<file path="config.mk">
export PLATFORM = sky130hd
export DESIGN_NAME = two_channel_compare_match_timer
export DESIGN_NICKNAME = d
export VERILOG_FILES = /design/src/cmt_pkg.sv /design/src/two_channel_compare_match_timer.sv /design/src/cmt_channel.sv
export SDC_FILE = /design/constraint.sdc
export NUM_CORES = 1
export LEC_CHECK = 0
export BUFFER_PORTS_ARGS = -buffer_cell sky130_fd_sc_hd__buf_2
export CORE_MARGIN = 4
export CORE_UTILIZATION = 25
export CTS_BUF_LIST = sky130_fd_sc_hd__clkbuf_4 sky130_fd_sc_hd__clkbuf_8 sky130_fd_sc_hd__clkbuf_16
export DETAILED_ROUTE_END_ITERATION = 7
export PLACE_DENSITY = 0.43
export SLEW_MARGIN = 20
export SYNTH_ARGS = -nofsm -noshare
export SYNTH_HDL_FRONTEND = slang
export SYNTH_SLANG_ARGS = --single-unit
export TNS_END_PERCENT = 1
</file>
<file path="constraint.sdc">
create_clock -name clk -period 7.35 [get_ports clk]
set_clock_uncertainty 0.2 [all_clocks]
set_input_delay 0.735 -clock clk [delete_from_list [all_inputs] [get_ports clk]]
set_output_delay 0.735 -clock clk [all_outputs]
set_load 0.02 [all_outputs]
</file>
<file path="src/cmt_pkg.sv">
package cmt_pkg;

    localparam int unsigned PRESCALER_WIDTH = 9;

    localparam logic [1:0] OP_TICK  = 2'd0;
    localparam logic [1:0] OP_READ  = 2'd1;
    localparam logic [1:0] OP_WRITE = 2'd2;

    localparam logic [2:0] REG_START    = 3'd0;
    localparam logic [2:0] REG_CSR0     = 3'd1;
    localparam logic [2:0] REG_COUNT0   = 3'd2;
    localparam logic [2:0] REG_COMPARE0 = 3'd3;
    localparam logic [2:0] REG_CSR1     = 3'd4;
    localparam logic [2:0] REG_COUNT1   = 3'd5;
    localparam logic [2:0] REG_COMPARE1 = 3'd6;
    localparam logic [2:0] REG_NONE     = 3'd7;

    localparam logic [1:0] LANE_WORD = 2'd0;
    localparam logic [1:0] LANE_HIGH = 2'd1;
    localparam logic [1:0] LANE_LOW  = 2'd2;

    localparam logic [15:0] MASK_WORD = 16'hFFFF;
    localparam logic [15:0] MASK_LOW  = 16'h00FF;
    localparam logic [15:0] MASK_HIGH = 16'hFF00;

    localparam logic [15:0] MATCH_RESET = 16'hFFFF;
    localparam logic [15:0] UNUSED_READ = 16'hFFFF;

    typedef struct packed {
        logic [1:0]  opcode;
        logic [2:0]  reg_index;
        logic [1:0]  byte_lane;
        logic [15:0] write_data;
    } cmt_in_t;

    typedef struct packed {
        logic [15:0] read_data;
        logic        irq_channel0;
        logic        irq_channel1;
    } cmt_out_t;

    // Per-channel operation for the transaction being executed
    typedef struct packed {
        logic        tick;
        logic        csr_wr;
        logic        csr_rd;
        logic [15:0] cnt_mask;
        logic [15:0] cmp_mask;
        logic [15:0] wdata;
    } cmt_ctrl_t;

    typedef struct packed {
        logic [7:0]  csr;
        logic [1:0]  clock_select;
        logic [15:0] count;
        logic [15:0] match;
        logic        irq;
        logic        irq_next;
    } cmt_stat_t;

    // Low bits of the prescaler that must be zero for a count boundary.
    function automatic logic [PRESCALER_WIDTH-1:0] div_mask(input logic [1:0] cs);
        logic [PRESCALER_WIDTH-1:0] m;
        int unsigned sh;
        sh = 3 + 2 * int'(cs);
        for (int unsigned i = 0; i < PRESCALER_WIDTH; i++)
        begin
            m[i] = (i < sh);
        end
        return m;
    endfunction

endpackage

</file>
<file path="src/two_channel_compare_match_timer.sv">
// Two-channel compare match timer.
// in_valid/in_ready carry one transaction: a tick (one peripheral clock
// state), a register read or a register write, packed as cmt_in_t.
// out_valid/out_ready return exactly one cmt_out_t per transaction: read
// data (zero for ticks and writes) and both interrupt requests as they
// stand after the transaction.
// From input acceptance to out_valid a transaction passes the input
// register, then the execute stage that updates the timer state and loads
// the result register. Throughput is one transaction per cycle unless a stall holds it.
// When out_ready is low with a result pending, the result register holds,
// the execute stage stalls with the timer state frozen, and in_ready stays
// high until the input register is also occupied.
// Reset clears the prescaler, start bits, flags, enables, clock selects
// and counters, sets both compare registers to 0xFFFF, and empties both
// pipeline registers.
module two_channel_compare_match_timer
    import cmt_pkg::*;
(
    input  logic     clk,
    input  logic     rst_n,
    input  logic     in_valid,
    output logic     in_ready,
    input  cmt_in_t  in_data,
    output logic     out_valid,
    input  logic     out_ready,
    output cmt_out_t out_data
);

    cmt_in_t  in_reg;
    logic     in_valid_reg;
    cmt_out_t out_reg, out_next;
    logic     out_valid_reg;
    logic     advance;
    logic     exec;

    logic [PRESCALER_WIDTH-1:0] psc_reg, psc_next;
    logic [1:0]                 start_reg, start_next;

    cmt_ctrl_t  ctrl0, ctrl1;
    cmt_stat_t  stat0, stat1;
    logic [15:0] wmask;
    logic [15:0] rd_word;
    logic        is_tick, is_read, is_write;

    assign advance   = !out_valid_reg || out_ready;
    assign in_ready  = !in_valid_reg || advance;
    assign exec      = in_valid_reg && advance;
    assign out_valid = out_valid_reg;
    assign out_data  = out_reg;

    always_ff @(posedge clk or negedge rst_n)
    begin
        if (!rst_n)
        begin
            in_valid_reg <= 1'b0;
        end
        else if (in_valid && in_ready)
        begin
            in_valid_reg <= 1'b1;
        end
        else if (advance)
        begin
            in_valid_reg <= 1'b0;
        end
    end

    always_ff @(posedge clk)
    begin
        if (in_valid && in_ready)
        begin
            in_reg <= in_data;
        end
    end

    assign is_tick  = (in_reg.opcode == OP_TICK);
    assign is_read  = (in_reg.opcode == OP_READ);
    assign is_write = (in_reg.opcode == OP_WRITE);

    always_comb
    begin
        case (in_reg.byte_lane)
            LANE_HIGH: wmask = MASK_HIGH;
            LANE_LOW:  wmask = MASK_LOW;
            default:   wmask = MASK_WORD;
        endcase
    end

    assign psc_next = is_tick ? psc_reg + 1'b1 : psc_reg;
    assign start_next = (is_write && in_reg.reg_index == REG_START && wmask[0])
                        ? in_reg.write_data[1:0] : start_reg;

    always_comb
    begin
        ctrl0.tick     = is_tick && start_reg[0]
                         && ((psc_next & div_mask(stat0.clock_select)) == '0);
        ctrl0.csr_wr   = is_write && in_reg.reg_index == REG_CSR0 && wmask[0];
        ctrl0.csr_rd   = is_read && in_reg.reg_index == REG_CSR0;
        ctrl0.cnt_mask = (is_write && in_reg.reg_index == REG_COUNT0) ? wmask : '0;
        ctrl0.cmp_mask = (is_write && in_reg.reg_index == REG_COMPARE0) ? wmask : '0;
        ctrl0.wdata    = in_reg.write_data;

        ctrl1.tick     = is_tick && start_reg[1]
                         && ((psc_next & div_mask(stat1.clock_select)) == '0);
        ctrl1.csr_wr   = is_write && in_reg.reg_index == REG_CSR1 && wmask[0];
        ctrl1.csr_rd   = is_read && in_reg.reg_index == REG_CSR1;
        ctrl1.cnt_mask = (is_write && in_reg.reg_index == REG_COUNT1) ? wmask : '0;
        ctrl1.cmp_mask = (is_write && in_reg.reg_index == REG_COMPARE1) ? wmask : '0;
        ctrl1.wdata    = in_reg.write_data;
    end

    cmt_channel u_ch0
    (
        .clk   (clk),
        .rst_n (rst_n),
        .en    (exec),
        .ctrl  (ctrl0),
        .stat  (stat0)
    );

    cmt_channel u_ch1
    (
        .clk   (clk),
        .rst_n (rst_n),
        .en    (exec),
        .ctrl  (ctrl1),
        .stat  (stat1)
    );

    always_comb
    begin
        case (in_reg.reg_index)
            REG_START:    rd_word = {14'd0, start_reg};
            REG_CSR0:     rd_word = {8'd0, stat0.csr};
            REG_COUNT0:   rd_word = stat0.count;
            REG_COMPARE0: rd_word = stat0.match;
            REG_CSR1:     rd_word = {8'd0, stat1.csr};
            REG_COUNT1:   rd_word = stat1.count;
            REG_COMPARE1: rd_word = stat1.match;
            default:      rd_word = UNUSED_READ;
        endcase
    end

    always_comb
    begin
        out_next.read_data = '0;
        if (is_read)
        begin
            case (in_reg.byte_lane)
                LANE_HIGH: out_next.read_data = {8'd0, rd_word[15:8]};
                LANE_LOW:  out_next.read_data = {8'd0, rd_word[7:0]};
                default:   out_next.read_data = rd_word;
            endcase
        end
        out_next.irq_channel0 = stat0.irq_next;
        out_next.irq_channel1 = stat1.irq_next;
    end

    always_ff @(posedge clk or negedge rst_n)
    begin
        if (!rst_n)
        begin
            psc_reg       <= '0;
            start_reg     <= 2'd0;
            out_valid_reg <= 1'b0;
        end
        else if (advance)
        begin
            out_valid_reg <= in_valid_reg;
            if (in_valid_reg)
            begin
                psc_reg   <= psc_next;
                start_reg <= start_next;
            end
        end
    end

    always_ff @(posedge clk)
    begin
        if (exec)
        begin
            out_reg <= out_next;
        end
    end

    // prescaler only moves on executed tick transactions
    assert property (@(posedge clk) disable iff (!rst_n)
        !(exec && is_tick) |=> $stable(psc_reg))
        else $error("prescaler moved without a tick");

    // a pending result reflects the current interrupt state
    assert property (@(posedge clk) disable iff (!rst_n)
        out_valid_reg |-> (out_reg.irq_channel0 == stat0.irq)
                          && (out_reg.irq_channel1 == stat1.irq))
        else $error("result irq out of step with channel state");

    // a result only appears from an occupied input register
    assert property (@(posedge clk) disable iff (!rst_n)
        $rose(out_valid_reg) |-> $past(in_valid_reg))
        else $error("result produced without a transaction");

    // a stalled input transaction is not dropped
    assert property (@(posedge clk) disable iff (!rst_n)
        (in_valid_reg && !advance) |=> in_valid_reg)
        else $error("stalled transaction lost");

endmodule

</file>
<file path="src/cmt_channel.sv">
module cmt_channel
    import cmt_pkg::*;
(
    input  logic      clk,
    input  logic      rst_n,
    input  logic      en,
    input  cmt_ctrl_t ctrl,
    output cmt_stat_t stat
);

    logic        flag_reg, flag_next;
    logic        seen_reg, seen_next;
    logic        irq_en_reg, irq_en_next;
    logic [1:0]  cs_reg, cs_next;
    logic [15:0] count_reg, count_next;
    logic [15:0] match_reg, match_next;

    always_comb
    begin
        flag_next   = flag_reg;
        seen_next   = seen_reg;
        irq_en_next = irq_en_reg;
        cs_next     = cs_reg;
        count_next  = (count_reg & ~ctrl.cnt_mask) | (ctrl.wdata & ctrl.cnt_mask);
        match_next  = (match_reg & ~ctrl.cmp_mask) | (ctrl.wdata & ctrl.cmp_mask);
        if (ctrl.tick)
        begin
            if (count_reg == match_reg)
            begin
                count_next = '0;
                flag_next  = 1'b1;
            end
            else
            begin
                count_next = count_reg + 16'd1;
            end
        end
        if (ctrl.csr_wr)
        begin
            // flag clears only on a 0 write after a CSR read while it was 1
            if (!ctrl.wdata[7] && seen_reg)
            begin
                flag_next = 1'b0;
            end
            seen_next   = 1'b0;
            irq_en_next = ctrl.wdata[6];
            cs_next     = ctrl.wdata[1:0];
        end
        if (ctrl.csr_rd && flag_reg)
        begin
            seen_next = 1'b1;
        end
    end

    always_ff @(posedge clk or negedge rst_n)
    begin
        if (!rst_n)
        begin
            flag_reg   <= 1'b0;
            seen_reg   <= 1'b0;
            irq_en_reg <= 1'b0;
            cs_reg     <= 2'd0;
            count_reg  <= '0;
            match_reg  <= MATCH_RESET;
        end
        else if (en)
        begin
            flag_reg   <= flag_next;
            seen_reg   <= seen_next;
            irq_en_reg <= irq_en_next;
            cs_reg     <= cs_next;
            count_reg  <= count_next;
            match_reg  <= match_next;
        end
    end

    assign stat.csr          = {flag_reg, irq_en_reg, 4'd0, cs_reg};
    assign stat.clock_select = cs_reg;
    assign stat.count        = count_reg;
    assign stat.match        = match_reg;
    assign stat.irq          = flag_reg & irq_en_reg;
    assign stat.irq_next     = flag_next & irq_en_next;

endmodule

</file>
### After elaboration in Yosys (flattened, before gate mapping)

Index checks and enable logic that the tools add are counted.

* output and inout port bits: 20
* input port bits: 27
* register bits after elaboration: 128

* magnitude comparators: 18
* bitwise gates (word level): 20
* reduce and logical (&&, ||, !) cells: 40
* $add $sub $neg: 5
* mux-type cells: 28
* eq/ne operators: 12

Operators with widths (count)
* $and 16x16->16: 8
* $mux 16: 8
* $pmux 16 s7: 1
* $not 16->16: 4
* $or 16x16->16: 4
* $pmux 16 s2: 2
* $add 16x1->16 const B: 2
* $eq 16x16->1: 2
* $lt 3x4->1 const A: 8
* $logic_and 1x1->1: 22
* $and 9x9->9: 2
* $logic_not 9->1: 2
* $lt 1x4->1 const A: 4
* $lt 2x4->1 const A: 4
* $mux 1: 16
* $reduce_and 2->1: 5
* $add 9x1->9 const B: 1
* $eq 3x3->1 const B: 3
* $mux 9: 1
* $add 2x3->4 const A: 2
* $lt 4x4->1 const A: 2
* $eq 3x2->1 const B: 2
* $reduce_bool 2->1: 3
* $eq 2x1->1 const B: 2
* other kinds (8): 13

### Longest topological paths before layout

* word-level depth: 9
* depth in mapped cells: 10
* gate-level depth less buffers: 9

### Hierarchy

Synthesis repeated with hierarchy kept, for this count alone.

* cell total of the unflattened synthesis: 782
* area total of the unflattened synthesis: 7776.2 µm²

Modules (own cells, without submodules)
* cmt_channel: instances 2, sequential area each 945.9 µm², area an instance 2434.8 µm², cells each 254
* two_channel_compare_match_timer: instances 1, sequential area each 1556.5 µm², area an instance 2906.5 µm², cells each 274

### Worst setup path before layout

Ideal clock, no wire load.

* kind: register to register
* start: register psc_reg[0]
* end: register with a tool-made name
* clock period less this slack: 2672 ps
* arrival time: 2389 ps
* cell stages (with the launch flop): 11
* slack: 4678 ps
* required time: 7068 ps
* path buffers: 2
* path through: dfrtp_1 -> ha_1 -> clkbuf_1 -> xnor2_1 -> nand4_1 -> a22oi_2 -> nor2b_2 -> or3_4 -> buf_6 -> o32a_1 -> o22ai_1

RTL lines
* from (decl): line two_channel_compare_match_timer.sv:36 `logic [PRESCALER_WIDTH-1:0] psc_reg, psc_next;`
* from (signal assigned): line two_channel_compare_match_timer.sv:171 `psc_reg <= psc_next;`

==> out/qor_table.md <==
| Stage | Parameter | This run |
|:---|:---|:---|
| status | Status | finished clean |
| sta | Unrepaired setup endpoints after global routing | no |
| clock tree | CTS tree | done |
| sta | Max Clock Freq | 300 MHz |
| synth | Mean cell area of the mapped netlist | 9.82 sq um |
| clock tree | Buffers from clock root to sink, at most | 2 |
| sta | Final Worst Setup Slack | 4.02 ns |
| detailed routing | Starting DRC count in detailed routing | 328 |
| critical path | Largest fanout on the critical path | 16 |
| global routing | Sum of overflow across all layers after global routing | 0 |
| synth | Post-Synthesis Cells | 715 |
| critical path | Crit start category | flip-flop |
| global routing | Initial antenna violation count | 0 |
| floorplanning | IO Pins | 47 |
| critical path | Critical path class | flip-flop to flip-flop |
| clock tree | Number of H-tree branching levels | 4 |
| detailed routing | Number of vias in the routed layout | 5583 |
| detailed routing | Post-DR wirelength/cell | 18.6 um |
| pwr | Max rail drop VDD | 0.0958 mV |
| synth | Async S/R FF share, synth | 68.0% |
| placement | Placed wire-length estimate after detailed placement | 15200 um |
| synth | Most used standard cells in the synthesized netlist | sky130_fd_sc_hd__nand2_1, sky130_fd_sc_hd__o21ai_0, sky130_fd_sc_hd__dfrtp_1, sky130_fd_sc_hd__inv_1, sky130_fd_sc_hd__edfxtp_1 |
| floorplanning | Vertical die dimension | 176 um |
| hold path | Class of the tightest hold or removal check | input pin to async pin |
| sta | Post-route clock period utilization | 45.4% |
| clock tree | Number of gates resized after cts | 0 |
| critical path | Required time reported for the critical path endpoint | 7.46 ns |
| sta | Worst slack on hold paths | 0.0795 ns |
| clock tree | Number of sinks handled by clock tree synthesis | 128 |
| placement | Count of input and output buffers | 46 |
| synth | Dominant cell by count in the synthesized netlist | sky130_fd_sc_hd__nand2_1 |
| synth | Biggest area consumer among synthesized cells | sky130_fd_sc_hd__dfrtp_1 |
| sta | Final Hold Fails | 0 |
| detailed routing | Antenna violation net count after detailed routing | 0 |
| placement | Post-Place Cell Area | 0.00763 sq mm |
| placement | RD Place Congestion | 0.805 |
| global routing | Via count of the first global-routing pass | 5371 |
| synth | Synth cell types | 71 |
| global routing | Largest net degree at the start of global routing | 55 |
| run | # Max-Cap Violations | 0 |
| synth | Number of warnings issued by yosys | 0 |
| detailed routing | WL final | 21200 um |
| synth | Sequential share of the synthesized area | 49.1% |
| synth | Main flop type after synthesis | sky130_fd_sc_hd__dfrtp_1 |
| floorplanning | Die outline area | 0.0308 sq mm |
| placement | Count of placed standard cells including taps | 1109 |
| critical path | Arr. time, crit path | 3.44 ns |
| critical path | Cell depth of the worst flop-to-flop path | 7 |
| sta | Setup-violating endpoint count in the final report | 0 |
| floorplanning | Total number of placement rows | 61 |
| clock tree | CTS Root Buffer Type | sky130_fd_sc_hd__clkbuf_16 |
| synth | Flip-flop and latch count after synthesis | 128 |
| clock tree | Number of setup buffers added after CTS | 0 |
| cells and area | Layout cells sized above 1 | 19.9% |
| sta | Final total negative setup slack | 0 ns |
| placement | Worst slack, placed | 3.74 ns |
| synth | Cell area after synthesis | 0.00702 sq mm |
| global routing | Total global-route track usage | 13.8% |
| detailed routing | Detailed Routing Iterations Pass 1 | 5 |
| clock tree | Clock latency of the later-clocked register in the worst-skew pair | 0.42 ns |
| detailed routing | Post-route DRC violation count | 0 |
| sta | Actual transition at the worst max-transition pin | 1.12 ns |
| cells and area | Final Instance Area | 0.00830 sq mm |
| floorplanning | CORE AREA | 0.0277 sq mm |
| pwr | Leakage power | 3.31 nW |
| synth | Area contributors post-synth | sky130_fd_sc_hd__dfrtp_1, sky130_fd_sc_hd__edfxtp_1, sky130_fd_sc_hd__dfstp_2 |
| floorplanning | Floorplan die width | 176 um |
| clock tree | Hold-fix buffers at CTS | 0 |
| clock tree | Number of buffers added by the clock tree synthesis step | 17 |
| critical path | Startpoint of the worst register-to-register path | in_reg[21] |
| floorplanning | Initial cell density of the core | 25.3% |
| detailed routing | Routed vias/inst | 4.89 |
| clock tree | Clock-pin slew on the worst setup and hold paths | 0.06 ns |
| global routing | Global-route wire length before repair | 32900 um |
| critical path | Setup slack of the worst register-to-register path | 4.02 ns |
| synth | Number of enable flip-flop cells after synthesis | 41 |
| synth | Syn nets | 747 |
| cells and area | # diodes | 0 |
| sta | Time the worst path needs with I/O delays and setup | 3.33 ns |
| synth | Proportion of netlist area held by the largest area contributor | 19.6% |
| critical path | Endpoint type of the worst setup path | flip-flop |
| pwr | Cell area power density | 312 mW/mm^2 |
| cells and area | Final-stage net count | 782 |
| sta | Normalized max-slew margin | 24.3% |
| cells and area | Count of non-filler cells in the finished layout | 1141 |
| sta | Number of slew-limit violations in the final report | 0 |
| cells and area | Layout-stage area growth over the synthesis result | 18.2% |
[metrics by stage]
stage | total power, mW | util (%)
floorplan | 1.44 | -
global placement | 1.65 | 27.5
detailed placement | 1.65 | 27.5
CTS | 2.62 | 29.9
global route | 2.73 | 30.0
finish | 2.59 | 30.0
[routing by layer]
metal	GRT usage, %	routed length (um)	up-vias
met3	2.86	922	19
li1	-	-	2690
met2	19.8	9110	114
met4	4.16	337	0
met1	20.8	10800	2760
met5	0	0	-
[where the power goes]
part           total (mW)  internal, mW  switching (mW)
clock network       0.949         0.609           0.339
logic               0.540         0.226           0.313
registers            1.10         0.905           0.199
[worst max-delay path, cell delays in order (launching register included)]
cell and delay (ns):
sky130_fd_sc_hd__edfxtp_1 0.53, sky130_fd_sc_hd__nand4bb_4 0.28, sky130_fd_sc_hd__or3_4 0.39, sky130_fd_sc_hd__o211ai_1 0.31
sky130_fd_sc_hd__a21boi_2 0.17, sky130_fd_sc_hd__o41ai_4 0.85, sky130_fd_sc_hd__o21ai_0 0.21, sky130_fd_sc_hd__a22o_1 0.27
[cell families after synthesis]
group	share of synthesized area (%)
flops	49.1
buf+inv	4.54
xor+xnor	5.49
compound gates	20.3
fa+ha+maj	0.891
mux	2.82
simple gates	16.9
[how the worst max path moves through the flow]
| stage | startpoint | endpoint | slack, ns |
|---|---|---|---|
| 4_1_cts | in_reg[16] | flip-flop | 3.90 |
| 3_3_place_gp | out_ready | flip-flop | 3.82 |
| 6_report | in_reg[21] | flip-flop | 4.02 |
| 2_1_floorplan | psc_reg[0] | flip-flop | 4.68 |
| 5_1_grt | in_reg[21] | flip-flop | 3.68 |
| 3_5_place_dp | out_ready | flip-flop | 3.74 |
[cell usage in the layout (no fill, tap or decap), types with 4 or more instances in the layout]
cell type                   instances
sky130_fd_sc_hd__buf_4              9
sky130_fd_sc_hd__clkbuf_16         19
sky130_fd_sc_hd__mux2_2            10
sky130_fd_sc_hd__ha_1               5
sky130_fd_sc_hd__nor2_1            36
sky130_fd_sc_hd__inv_1             42
sky130_fd_sc_hd__a22o_1            14
sky130_fd_sc_hd__nor4_1            11
sky130_fd_sc_hd__nand2b_1           9
sky130_fd_sc_hd__a22oi_1           13
sky130_fd_sc_hd__o22a_1             7
sky130_fd_sc_hd__and3_1            10
sky130_fd_sc_hd__dfstp_2           32
sky130_fd_sc_hd__o31ai_1            7
sky130_fd_sc_hd__a21oi_1           14
sky130_fd_sc_hd__edfxtp_1          41
sky130_fd_sc_hd__or3_1              4
sky130_fd_sc_hd__o32a_1             5
sky130_fd_sc_hd__nor3_1             6
sky130_fd_sc_hd__buf_2             45
sky130_fd_sc_hd__nand2_1          107
sky130_fd_sc_hd__nand3_1           22
sky130_fd_sc_hd__xor2_1            35
sky130_fd_sc_hd__o22ai_1           15
sky130_fd_sc_hd__clkinv_4           4
sky130_fd_sc_hd__xnor2_1            9
sky130_fd_sc_hd__dfrtp_1           55
sky130_fd_sc_hd__o32ai_1           11
sky130_fd_sc_hd__and2_1             5
sky130_fd_sc_hd__o21ai_0           71
sky130_fd_sc_hd__a32oi_1            7
sky130_fd_sc_hd__mux2i_1            4
sky130_fd_sc_hd__nand4_1            7
sky130_fd_sc_hd__o2bb2ai_1          7
[final cells by class]
type | count | area (sq um)
Clock buffer | 23 | 524
Clock inverter | 9 | 140
Fill cell | 2916 | 19400
Inverter | 42 | 158
Multi-Input combinational cell | 507 | 3260
Sequential cell | 128 | 3450
Tap cell | 378 | 473
Timing Repair Buffer | 54 | 293
(Power assumes the default switching activity.)
